## config.mk

```make
export PLATFORM = sky130hd
export DESIGN_NAME = mip_chain_layout_core
export DESIGN_NICKNAME = d
export VERILOG_FILES = /design/src/rtl/mcl_pkg.sv /design/src/rtl/mcl_seq.sv /design/src/rtl/mcl_div.sv /design/src/rtl/mcl_size.sv /design/src/rtl/mip_chain_layout_core.sv
export VERILOG_INCLUDE_DIRS = /design/src /design/src/rtl
export SDC_FILE = /design/constraint.sdc
export NUM_CORES = 2
export LEC_CHECK = 0
export BUFFER_PORTS_ARGS = -buffer_cell sky130_fd_sc_hd__buf_2
export CAP_MARGIN = 20
export CORE_ASPECT_RATIO = 0.7
export CORE_UTILIZATION = 50
export DETAILED_ROUTE_END_ITERATION = 10
export GPL_TIMING_DRIVEN = 0
export PLACE_DENSITY_LB_ADDON = 0.15
export SETUP_SLACK_MARGIN = 0.05
export SLEW_MARGIN = 10
export SYNTH_ARGS = -nofsm -noshare
export SYNTH_HDL_FRONTEND = slang
export SYNTH_SLANG_ARGS = --single-unit
```

## constraint.sdc

```tcl
create_clock -name clk -period 31 [get_ports clk]
set_clock_uncertainty 0.05 [all_clocks]
set_input_delay 1.55 -clock clk [delete_from_list [all_inputs] [get_ports clk]]
set_output_delay 1.55 -clock clk [all_outputs]
set_load 0.01 [all_outputs]
```

## src/rtl/mip_chain_layout_core_macros.svh

```systemverilog
// Assertion macros shared by the mip chain layout RTL.
`ifndef MIP_CHAIN_LAYOUT_CORE_MACROS_SVH
`define MIP_CHAIN_LAYOUT_CORE_MACROS_SVH

// Same-cycle implication, sampled on clk and disabled while rst_n is low.
`define MCL_ASSERT_IMP(lbl, ante, cons, msg) \
  lbl: assert property (@(posedge clk) disable iff (!rst_n) (ante) |-> (cons)) \
    else $error(msg);

// Next-cycle implication, sampled on clk and disabled while rst_n is low.
`define MCL_ASSERT_NXT(lbl, ante, cons, msg) \
  lbl: assert property (@(posedge clk) disable iff (!rst_n) (ante) |=> (cons)) \
    else $error(msg);

`endif

```

## src/rtl/mcl_pkg.sv

```systemverilog
// Types and constants shared by the mip chain layout modules.
`default_nettype none
package mcl_pkg;

  localparam int DIM_W    = 16;
  localparam int NUM_W    = 17;
  localparam int BLK_W    = 5;
  localparam int CNT_IN_W = 5;
  localparam int UNIT_W   = 6;
  localparam int LVL_W    = 4;
  localparam int PITCH_W  = 23;
  localparam int OPITCH_W = 22;
  localparam int RD_W     = 33;
  localparam int SIZE_W   = 56;
  localparam int ACC_W    = 62;
  localparam int OUT_W    = 53;

  localparam logic [OUT_W-1:0] SAT_MAX = {OUT_W{1'b1}};

  typedef struct packed {
    logic [LVL_W-1:0]  level;
    logic [DIM_W-1:0]  width;
    logic [DIM_W-1:0]  height;
    logic [DIM_W-1:0]  depth;
    logic              comp;
    logic [UNIT_W-1:0] unit;
    logic              first;
    logic              last;
  } mcl_side_t;

  typedef struct packed {
    logic [NUM_W-1:0] num_c;
    logic [BLK_W-1:0] dv_c;
    logic [NUM_W-1:0] num_r;
    logic [BLK_W-1:0] dv_r;
  } mcl_div_in_t;

endpackage
`default_nettype wire

```

## src/rtl/mcl_seq.sv

```systemverilog
// Level sequencer: takes a description and issues its levels one per cycle while en.
`default_nettype none
module mcl_seq #(
  parameter int MAX_LEVELS = 16
) (
  input  wire                           clk,
  input  wire                           rst_n,
  input  wire                           en,
  input  wire                           in_valid,
  output logic                          in_ready,
  input  wire  [mcl_pkg::DIM_W-1:0]     in_base_width,
  input  wire  [mcl_pkg::DIM_W-1:0]     in_base_height,
  input  wire  [mcl_pkg::DIM_W-1:0]     in_base_depth,
  input  wire  [mcl_pkg::CNT_IN_W-1:0]  in_level_count,
  input  wire                           in_compressed,
  input  wire  [mcl_pkg::BLK_W-1:0]     in_block_w,
  input  wire  [mcl_pkg::BLK_W-1:0]     in_block_h,
  input  wire  [mcl_pkg::UNIT_W-1:0]    in_unit_bytes,
  output logic                          iss_vld,
  output mcl_pkg::mcl_side_t            iss_side,
  output mcl_pkg::mcl_div_in_t          iss_div
);
  import mcl_pkg::*;

  localparam int CNT_W = $clog2(MAX_LEVELS + 1);

  logic              busy_r;
  logic [CNT_W-1:0]  idx_r, cnt_r, cnt_nxt;
  logic [DIM_W-1:0]  w_r, h_r, d_r;
  logic              comp_r;
  logic [BLK_W-1:0]  bw_r, bh_r;
  logic [UNIT_W-1:0] unit_r;
  logic              last_lvl;
  logic              vld_r;
  mcl_side_t         side_r, side_nxt;
  mcl_div_in_t       div_r, div_nxt;

  function automatic logic [DIM_W-1:0] halve(input logic [DIM_W-1:0] v);
    return (v > DIM_W'(1)) ? (v >> 1) : DIM_W'(1);
  endfunction

  assign in_ready = !busy_r;
  assign last_lvl = (idx_r == cnt_r - CNT_W'(1));

  always_comb begin
    if (in_level_count == '0) begin
      cnt_nxt = CNT_W'(1);
    end else if (32'(in_level_count) > MAX_LEVELS) begin
      cnt_nxt = CNT_W'(MAX_LEVELS);
    end else begin
      cnt_nxt = CNT_W'(in_level_count);
    end
  end

  always_comb begin
    side_nxt.level  = LVL_W'(idx_r);
    side_nxt.width  = w_r;
    side_nxt.height = h_r;
    side_nxt.depth  = d_r;
    side_nxt.comp   = comp_r;
    side_nxt.unit   = unit_r;
    side_nxt.first  = (idx_r == '0);
    side_nxt.last   = last_lvl;
    if (comp_r) begin
      div_nxt.num_c = {1'b0, w_r} + NUM_W'(bw_r) - NUM_W'(1);
      div_nxt.dv_c  = bw_r;
      div_nxt.num_r = {1'b0, h_r} + NUM_W'(bh_r) - NUM_W'(1);
      div_nxt.dv_r  = bh_r;
    end else begin
      div_nxt.num_c = {1'b0, w_r};
      div_nxt.dv_c  = BLK_W'(1);
      div_nxt.num_r = {1'b0, h_r};
      div_nxt.dv_r  = BLK_W'(1);
    end
  end

  always_ff @(posedge clk) begin
    if (!rst_n) begin
      busy_r <= 1'b0;
      vld_r  <= 1'b0;
    end else begin
      if (!busy_r) begin
        if (in_valid) begin
          busy_r <= 1'b1;
        end
      end else if (en && last_lvl) begin
        busy_r <= 1'b0;
      end
      if (en) begin
        vld_r <= busy_r;
      end
    end
  end

  always_ff @(posedge clk) begin
    if (!busy_r && in_valid) begin
      idx_r  <= '0;
      cnt_r  <= cnt_nxt;
      w_r    <= in_base_width;
      h_r    <= in_base_height;
      d_r    <= in_base_depth;
      comp_r <= in_compressed;
      bw_r   <= (in_block_w == '0) ? BLK_W'(1) : in_block_w;
      bh_r   <= (in_block_h == '0) ? BLK_W'(1) : in_block_h;
      unit_r <= in_unit_bytes;
    end else if (busy_r && en) begin
      idx_r <= idx_r + CNT_W'(1);
      w_r   <= halve(w_r);
      h_r   <= halve(h_r);
      d_r   <= halve(d_r);
    end
    if (busy_r && en) begin
      side_r <= side_nxt;
      div_r  <= div_nxt;
    end
  end

  assign iss_vld  = vld_r;
  assign iss_side = side_r;
  assign iss_div  = div_r;

endmodule
`default_nettype wire

```

## src/rtl/mcl_div.sv

```systemverilog
// Three-stage restoring divider that turns texel counts into block columns and rows.
`default_nettype none
module mcl_div (
  input  wire                        clk,
  input  wire                        rst_n,
  input  wire                        en,
  input  wire                        in_vld,
  input  mcl_pkg::mcl_side_t         in_side,
  input  mcl_pkg::mcl_div_in_t       in_div,
  output logic                       out_vld,
  output mcl_pkg::mcl_side_t         out_side,
  output logic [mcl_pkg::NUM_W-1:0]  cols,
  output logic [mcl_pkg::NUM_W-1:0]  rows
);
  import mcl_pkg::*;

  localparam int STEPS_A = 6;
  localparam int STEPS_B = 6;
  localparam int STEPS_C = NUM_W - STEPS_A - STEPS_B;

  typedef struct packed {
    logic [BLK_W-1:0] rem;
    logic [NUM_W-1:0] nq;
    logic [BLK_W-1:0] dv;
  } lane_t;

  logic      vld_r  [3];
  mcl_side_t side_r [3];
  lane_t     lc_r [3], lr_r [3];
  lane_t     lc_nxt [3], lr_nxt [3];

  function automatic lane_t div_step(input lane_t l);
    logic [BLK_W:0] t;
    lane_t          o;
    t = {l.rem, l.nq[NUM_W-1]};
    o = l;
    if (t >= {1'b0, l.dv}) begin
      o.rem = BLK_W'(t - {1'b0, l.dv});
      o.nq  = {l.nq[NUM_W-2:0], 1'b1};
    end else begin
      o.rem = t[BLK_W-1:0];
      o.nq  = {l.nq[NUM_W-2:0], 1'b0};
    end
    return o;
  endfunction

  always_comb begin
    lc_nxt[0] = '{rem: '0, nq: in_div.num_c, dv: in_div.dv_c};
    lr_nxt[0] = '{rem: '0, nq: in_div.num_r, dv: in_div.dv_r};
    for (int k = 0; k < STEPS_A; k++) begin
      lc_nxt[0] = div_step(lc_nxt[0]);
      lr_nxt[0] = div_step(lr_nxt[0]);
    end
    lc_nxt[1] = lc_r[0];
    lr_nxt[1] = lr_r[0];
    for (int k = 0; k < STEPS_B; k++) begin
      lc_nxt[1] = div_step(lc_nxt[1]);
      lr_nxt[1] = div_step(lr_nxt[1]);
    end
    lc_nxt[2] = lc_r[1];
    lr_nxt[2] = lr_r[1];
    for (int k = 0; k < STEPS_C; k++) begin
      lc_nxt[2] = div_step(lc_nxt[2]);
      lr_nxt[2] = div_step(lr_nxt[2]);
    end
  end

  always_ff @(posedge clk) begin
    if (!rst_n) begin
      vld_r[0] <= 1'b0;
      vld_r[1] <= 1'b0;
      vld_r[2] <= 1'b0;
    end else if (en) begin
      vld_r[0] <= in_vld;
      vld_r[1] <= vld_r[0];
      vld_r[2] <= vld_r[1];
    end
  end

  always_ff @(posedge clk) begin
    if (en) begin
      side_r[0] <= in_side;
      side_r[1] <= side_r[0];
      side_r[2] <= side_r[1];
      for (int s = 0; s < 3; s++) begin
        lc_r[s] <= lc_nxt[s];
        lr_r[s] <= lr_nxt[s];
      end
    end
  end

  assign out_vld  = vld_r[2];
  assign out_side = side_r[2];
  assign cols     = lc_r[2].nq;
  assign rows     = lr_r[2].nq;

endmodule
`default_nettype wire

```

## src/rtl/mcl_size.sv

```systemverilog
// Size stages: pitch and products, level size, then running offset and the output register.
`default_nettype none
module mcl_size (
  input  wire                           clk,
  input  wire                           rst_n,
  input  wire                           en,
  input  wire                           in_vld,
  input  mcl_pkg::mcl_side_t            in_side,
  input  wire  [mcl_pkg::NUM_W-1:0]     cols,
  input  wire  [mcl_pkg::NUM_W-1:0]     rows,
  output logic                          out_vld,
  output mcl_pkg::mcl_side_t            out_side,
  output logic [mcl_pkg::OPITCH_W-1:0]  out_pitch,
  output logic [mcl_pkg::OUT_W-1:0]     out_size,
  output logic [mcl_pkg::OUT_W-1:0]     out_offset,
  output logic [mcl_pkg::OUT_W-1:0]     out_chain
);
  import mcl_pkg::*;

  logic               vld_a_r, vld_b_r, vld_o_r;
  mcl_side_t          side_a_r, side_b_r, side_o_r;
  logic [NUM_W-1:0]   cols_eff, rows_eff;
  logic [PITCH_W-1:0] pitch_a_r, pitch_b_r;
  logic [RD_W-1:0]    rd_a_r;
  logic [SIZE_W-1:0]  size_b_r, size_nxt;
  logic [ACC_W-1:0]   acc_r, base, sum;
  logic [OPITCH_W-1:0] pitch_o_r;
  logic [OUT_W-1:0]   size_o_r, off_o_r, chain_o_r;

  function automatic logic [OUT_W-1:0] sat(input logic [ACC_W-1:0] v);
    return (v > ACC_W'(SAT_MAX)) ? SAT_MAX : v[OUT_W-1:0];
  endfunction

  // A compressed level always spans at least one block in each direction.
  assign cols_eff = (in_side.comp && cols == '0) ? NUM_W'(1) : cols;
  assign rows_eff = (in_side.comp && rows == '0) ? NUM_W'(1) : rows;

  assign size_nxt = SIZE_W'(pitch_a_r) * SIZE_W'(rd_a_r);
  assign base     = side_b_r.first ? '0 : acc_r;
  assign sum      = base + ACC_W'(size_b_r);

  always_ff @(posedge clk) begin
    if (!rst_n) begin
      vld_a_r <= 1'b0;
      vld_b_r <= 1'b0;
      vld_o_r <= 1'b0;
    end else if (en) begin
      vld_a_r <= in_vld;
      vld_b_r <= vld_a_r;
      vld_o_r <= vld_b_r;
    end
  end

  always_ff @(posedge clk) begin
    if (en) begin
      side_a_r  <= in_side;
      pitch_a_r <= PITCH_W'(cols_eff) * PITCH_W'(in_side.unit);
      rd_a_r    <= RD_W'(rows_eff) * RD_W'(in_side.depth);
      side_b_r  <= side_a_r;
      pitch_b_r <= pitch_a_r;
      size_b_r  <= size_nxt;
      side_o_r  <= side_b_r;
      pitch_o_r <= pitch_b_r[OPITCH_W-1:0];
      size_o_r  <= sat(ACC_W'(size_b_r));
      off_o_r   <= sat(base);
      chain_o_r <= side_b_r.last ? sat(sum) : '0;
      if (vld_b_r) begin
        acc_r <= sum;
      end
    end
  end

  assign out_vld    = vld_o_r;
  assign out_side   = side_o_r;
  assign out_pitch  = pitch_o_r;
  assign out_size   = size_o_r;
  assign out_offset = off_o_r;
  assign out_chain  = chain_o_r;

endmodule
`default_nettype wire

```

## src/rtl/mip_chain_layout_core.sv

```systemverilog
// Top level of the mip chain layout block: sequencer, block divider and size stages.
`default_nettype none
`include "mip_chain_layout_core_macros.svh"
// A texture description is taken when in_ready is high; the sequencer then issues one
// mip level per cycle while the output does not stall. Each level passes the sequencer
// register, three divider stages and three size stages, and levels leave one per cycle
// while the output does not stall. The sequencer, which steps through the levels of
// one description, sets the rate; the divider and size stages behind it take a new
// level in every cycle that the output does not stall. A stall on the output freezes
// every stage, so no level is lost or repeated. Sizes and offsets are exact and
// saturate at 2^53-1; pitch is given modulo 2^22.
module mip_chain_layout_core #(
  parameter int MAX_LEVELS = 16
) (
  input  wire                            clk,
  input  wire                            rst_n,
  input  wire                            in_valid,
  output logic                           in_ready,
  input  wire  [mcl_pkg::DIM_W-1:0]      in_base_width,
  input  wire  [mcl_pkg::DIM_W-1:0]      in_base_height,
  input  wire  [mcl_pkg::DIM_W-1:0]      in_base_depth,
  input  wire  [mcl_pkg::CNT_IN_W-1:0]   in_level_count,
  input  wire                            in_compressed,
  input  wire  [mcl_pkg::BLK_W-1:0]      in_block_w,
  input  wire  [mcl_pkg::BLK_W-1:0]      in_block_h,
  input  wire  [mcl_pkg::UNIT_W-1:0]     in_unit_bytes,
  output logic                           out_valid,
  input  wire                            out_ready,
  output logic [mcl_pkg::LVL_W-1:0]      out_level,
  output logic [mcl_pkg::DIM_W-1:0]      out_level_width,
  output logic [mcl_pkg::DIM_W-1:0]      out_level_height,
  output logic [mcl_pkg::DIM_W-1:0]      out_level_depth,
  output logic [mcl_pkg::OPITCH_W-1:0]   out_pitch,
  output logic [mcl_pkg::OUT_W-1:0]      out_level_size,
  output logic [mcl_pkg::OUT_W-1:0]      out_level_offset,
  output logic                           out_last,
  output logic [mcl_pkg::OUT_W-1:0]      out_chain_bytes
);
  import mcl_pkg::*;

  logic             en;
  logic             iss_vld, div_vld;
  mcl_side_t        iss_side, div_side, out_side;
  mcl_div_in_t      iss_div;
  logic [NUM_W-1:0] cols, rows;

  assign en = !out_valid || out_ready;

  mcl_seq #(
    .MAX_LEVELS (MAX_LEVELS)
  ) u_seq (
    .clk            (clk),
    .rst_n          (rst_n),
    .en             (en),
    .in_valid       (in_valid),
    .in_ready       (in_ready),
    .in_base_width  (in_base_width),
    .in_base_height (in_base_height),
    .in_base_depth  (in_base_depth),
    .in_level_count (in_level_count),
    .in_compressed  (in_compressed),
    .in_block_w     (in_block_w),
    .in_block_h     (in_block_h),
    .in_unit_bytes  (in_unit_bytes),
    .iss_vld        (iss_vld),
    .iss_side       (iss_side),
    .iss_div        (iss_div)
  );

  mcl_div u_div (
    .clk      (clk),
    .rst_n    (rst_n),
    .en       (en),
    .in_vld   (iss_vld),
    .in_side  (iss_side),
    .in_div   (iss_div),
    .out_vld  (div_vld),
    .out_side (div_side),
    .cols     (cols),
    .rows     (rows)
  );

  mcl_size u_size (
    .clk        (clk),
    .rst_n      (rst_n),
    .en         (en),
    .in_vld     (div_vld),
    .in_side    (div_side),
    .cols       (cols),
    .rows       (rows),
    .out_vld    (out_valid),
    .out_side   (out_side),
    .out_pitch  (out_pitch),
    .out_size   (out_level_size),
    .out_offset (out_level_offset),
    .out_chain  (out_chain_bytes)
  );

  assign out_level        = out_side.level;
  assign out_level_width  = out_side.width;
  assign out_level_height = out_side.height;
  assign out_level_depth  = out_side.depth;
  assign out_last         = out_side.last;

  `MCL_ASSERT_NXT(a_busy_after_accept, in_valid && in_ready, !in_ready,
    "sequencer took a new item without starting its levels")
  `MCL_ASSERT_IMP(a_chain_only_last, out_valid && !out_last, out_chain_bytes == '0,
    "chain total shown on a level that is not the last")
  `MCL_ASSERT_IMP(a_chain_sum,
    out_valid && out_last && out_chain_bytes != SAT_MAX,
    (OUT_W + 1)'(out_level_offset) + (OUT_W + 1)'(out_level_size)
      == (OUT_W + 1)'(out_chain_bytes),
    "chain total differs from last offset plus last size")

endmodule
`default_nettype wire

```

# == Yosys cells after proc, flatten, opt, wreduce, memory -nomap -nowiden ==
# Memories as Yosys holds them, arrays and structs flattened. A register that Yosys moved wholly into a read port is not among the register bits.
# Cells that the tools add are included.
# totals
in_bits,74
ff_bits,722
mem_bits_rw,348
wordCells,225
out_inout_bits,236
n_memories,4
# op_classes
n_mux,60
n_addsub,41
n_mul,3
bitwise_logic,3
eq_ne,1
magnitude_cmp,41
n_reduce_logical,18
# memory_table
memory,depth,width,read_ports,rd_ports_with_merged_regs,write_ports,line_no,rtl
u_div.side_r,3,61,3,0,3,mcl_div.sv:28,mcl_side_t side_r [3];
u_div.lc_r,3,27,3,0,3,mcl_div.sv:29,"lane_t lc_r [3], lr_r [3];"
u_div.lr_r,3,27,3,0,3,mcl_div.sv:29,
u_div.vld_r,3,1,3,1,3,mcl_div.sv:27,logic vld_r [3];
# ops
cell,count
22-bit 2-to-1 mux,34
6-bit by 5-bit >= comparator with 1-bit output,32
5-bit subtractor,32
62-bit by 53-bit greater-than comparator with 1-bit output (second input constant),2
16-bit 2-to-1 mux,6
62-bit by 56-bit adder with 62-bit output,1
62-bit 2-to-1 mux,1
56-bit by 53-bit greater-than comparator with 1-bit output (second input constant),1
23-bit by 33-bit multiplier with 56-bit output,1
53-bit 2-to-1 mux,1
16-bit by 1-bit greater-than comparator with 1-bit output (second input constant),3
15-bit 2-to-1 mux,3
43-bit 2-to-1 mux,1
16-bit by 5-bit adder with 17-bit output,2
17-bit zero test,2
17-bit 2-to-1 mux,2
17-bit by 1-bit subtractor with 17-bit output (second input constant),2
17-bit by 16-bit multiplier with 33-bit output,1
17-bit by 6-bit multiplier with 23-bit output,1
5-bit zero test,4
1-bit 2-to-1 mux,11
1-bit by 5-bit >= comparator with 1-bit output,2
1-bit by 5-bit subtractor with 5-bit output,2
5-bit by 1-bit adder with 5-bit output (second input constant),1
other kinds (11),19

# == Longest topological paths before layout ==
# An unclocked memory read counts as a cell.
# depth
depth_word,13
ltp_mapped,56
depth_no_buf,55

# == Hierarchy ==
# Synthesis repeated with hierarchy kept, for this count alone.
# unflattened
cells_unflattened,7594
hier_area_um2,84696.2
# modules_own_cells
mod,cells_per_inst,seq_area_each_um2,area_each_um2,instances
mcl_size,5490,16876.2,57679.1,1
mcl_div,1406,9849.4,18276.3,1
mcl_seq,697,5395.2,8734.6,1
mip_chain_layout_core,1,0.0,6.3,1

# == Worst setup path after synthesis ==
# OpenSTA, ideal clock, no wires.
# synth_timing
path_kind,in2reg
startpoint,input port out_ready
endpoint,register u_seq.idx_r[3]
arrival_ns,22.759
t_required_ns,30.788
path_buffers,0
setup_ns,0.162
stages,7
path_slack_ns,8.028
cell_sequence,nor2b_1 > inv_1 > nand2_1 > inv_1 > nand4_1 > xor2_1 > nor2_1
# synth_via
elab_chain_len,2
# synth_rtl
item,line_no,rtl
start: declaration,mip_chain_layout_core.sv:28,"input wire out_ready,"
1-bit logical OR,mip_chain_layout_core.sv:47,assign en = !out_valid || out_ready;
named net en,mip_chain_layout_core.sv:41,logic en;
1-bit logical AND,mcl_seq.sv:106,end else if (busy_r && en) begin
end signal: assignment,mcl_seq.sv:107,idx_r <= idx_r + CNT_W'(1);
end: declaration,mcl_seq.sv:28,"logic [CNT_W-1:0] idx_r, cnt_r, cnt_nxt;"
# The timed path passes the listed nets, and every way through them passes these cells.
# A chain may end at the register's enable or synchronous reset.

==> run metrics <==
core footprint=roughly 160000 um2; H-tree levels=3; CTS buffer count=a little over 100; Boundary Pins=310; Detailed Routing Iterations Pass 1=7; Fin. Hold Viols=0; initial core utilization=0.506; Iter 0 DRT Violations=about 4.7k; ys flop type=edfxtp_1; syn nets=roughly 8.9k; CP bufs+invs=4; register area=31500 um2; r2r startpoint=u_div.lc_r[0][1]; CTS tree=built; P&R area growth vs syn=9.88%; met3 WL=around 19000 um; CP Launch Type=flip-flop; Die Y=around 340 um; clock root buffer master=clkbuf_16; via count=54.2k; first-pass GRT wire length=335000 um; vias in the first global route=~55k; largest net degree at the start of global routing=about 130; routability congestion estimate=1.01; largest stage delay on the critical path=about 0.63 ns; CTS Hold Bufs=0; Post-synth EDFFs=1041; postcts setup bufs=0; Area contributors post-synth=edfxtp_1 (38%), fa_1 (23%), ha_1 (9.1%), inv_1 (5.4%), nand2_1 (4.6%); Detailed Route WL=220000 um; post-CTS sizing=0; vias per cell=5.48; Final Critical Period=11.85 ns; CP arrival=~12 ns; Worst Setup End Kind=flip-flop; share of the synthesized area in the top cell type=0.382; filler cell count=13.8k; Worst Hold Class=reg2reg; Antenna Nets Post-Route=0; CTS max path bufs=3; row count=~120; layout cells sized above 1=0.0723; period utilization=0.382; Placement Setup Slack=between 15 and 20 ns; DRC Markers=0; Final HPWL DP=177000 um; post-synthesis sequential area ratio=0.385; Clock Latency Late Sink=between 0.7 and 0.8 ns; gr usage total=0.269; met1 WL=101000 um; kind of critical path=reg2reg; WL/cell=about 22 um; Max Cap Viol=0; Max FO, Critical Path=10; Clock Sinks=1051; Layout Utilization=0.556; Cells after Synth=approximately 7.2k; Port Buf Inserts=slightly above 300; Die W=around 490 um; setup violators final=0; Worst path slowest cell=edfxtp_1; top layer reached by signal wires=met5; syn_area_per_cell=about 11 um2; fmax=~84 MHz; Rel. slew slack=0.243; most common cell in the synthesized netlist=inv_1; nets=between 9k and 10k; worst slew pin tran=about 1.1 ns; run status=complete, no violations; commonest cells in the netlist=inv_1 (1178), edfxtp_1 (1041), nand2_1 (1013), fa_1 (950), ha_1 (595); WL met2=95300 um; Die ar.=between 150000 and 200000 um2; launch point of the worst path=u_div.lc_r[0][1]; RSZ-0062 raised after global routing=false; GRT overflow=0; area leader, netlist=edfxtp_1; Req. time, crit path=between 30 and 40 ns; Top delay family on crit path=compound AO/OA/AOI/OAI gates; Netlist cell types=roughly 90; clock-pin slew on the worst setup and hold paths=0.06 ns; final worst setup slack=19.15 ns; synthesized flop and latch total=around 1.1k; Max Slew Vio Count=0; Hold Crit Start=u_seq.iss_side[59]; Mapped Area=approximately 82000 um2; multi-input logic area=between 40000 and 50000 um2; initial antenna violation count=12; Post-synth ARST share=0; Yosys warning count=0
[cell families after synthesis]
kind of cell,share of synthesized area
AOI/OAI and AO/OA,0.0710
xor gates and xnor gates,0.0279
adders and majority gates,0.323
buffers and inverters,0.0670
DFF,0.385
muxes,0.0125
and+or+nand+nor,0.114
[sequential cells by signal (all words and copies together) (netlist names), 6 cells and up]
name / count
u_div.lc_r: 71
u_div.lr_r: 71
u_div.side_r: 183
u_seq.d_r: 16
u_seq.h_r: 16
u_seq.iss_div: 44
u_seq.iss_side: 61
u_seq.unit_r: 6
u_seq.w_r: 16
u_size.acc_r: 62
u_size.out_chain: 53
u_size.out_offset: 53
u_size.out_pitch: 22
u_size.out_side: 53
u_size.out_size: 53
u_size.pitch_a_r: 23
u_size.pitch_b_r: 22
u_size.rd_a_r: 33
u_size.side_a_r: 54
u_size.side_b_r: 54
u_size.size_b_r: 56
[worst reg2reg max path, delay by kind of cell (launching register included)]
| family | cells | cell delay [ns] |
|---|---|---|
| AO/OA/AOI/OAI | 21 | 4.71 |
| AND/OR/NAND/NOR | 16 | 2.30 |
| adder cells (fa/ha/maj) | 6 | 2.26 |
| multiplexers | 3 | 0.86 |
| buffers and inverters | 4 | 0.74 |
| flip-flops | 1 | 0.63 |
[layer usage]
metal / GRT usage / vias to the layer above
li1: - / 24600
met1: 0.398 / 27300
met2: 0.403 / 1966
met3: 0.0594 / 279
met4: 0.0624 / 6
met5: 0 / -
[placed cells by master (no fill, tap or decap), types with 105 or more instances in the layout]
cell type  count
fa_1         950
a21oi_1      242
o21ai_0      135
xnor2_1      174
buf_2        312
nand2b_1     147
clkbuf_1     273
nor2_1       156
and2_1       324
nor2b_1      105
edfxtp_1    1041
inv_1       1176
a21o_1       125
nand2_1     1012
ha_1         595
[cell type report]
class / instances / area share
clock inverter: 69 / 0.00992
clock buffer: 121 / 0.0295
sequential: 1051 / 0.350
inverter: 1186 / 0.0497
tap: 2125 / 0.0296
antenna: 3 / 0.0000835
multi-input combinational: 4735 / 0.499
buffer: 269 / 0.0114
timing repair buffer: 323 / 0.0204
[per-stage QoR]
step                setup TNS (ns)  hold slack (ns)  cell area, um2  cells
global route                     0            0.368           89900   9879
CTS                              0            0.365           89900   9877
finish                           0            0.362           89900   9882
floorplan                        0            0.350           81800   7241
detailed placement               0            0.355           86300   9687
global placement           -963.75            0.350           86000   9675
[path summary, 6_finish.rpt]
| path | to | slack (ns) | depth (start not counted) |
|---|---|---|---|
| worst max register to register | u_div.lc_r[0][50] | 19.15 | 50 |
| worst max-delay path | u_div.lc_r[0][50] | 19.15 | 50 |
| worst min-delay path | u_div.side_r[0][59] | 0.36 | 0 |
| worst min register to register | u_div.side_r[0][59] | 0.36 | 0 |
Power is not shown: default switching activity piles up to over one toggle a cycle in this logic, so the estimate is an artifact.
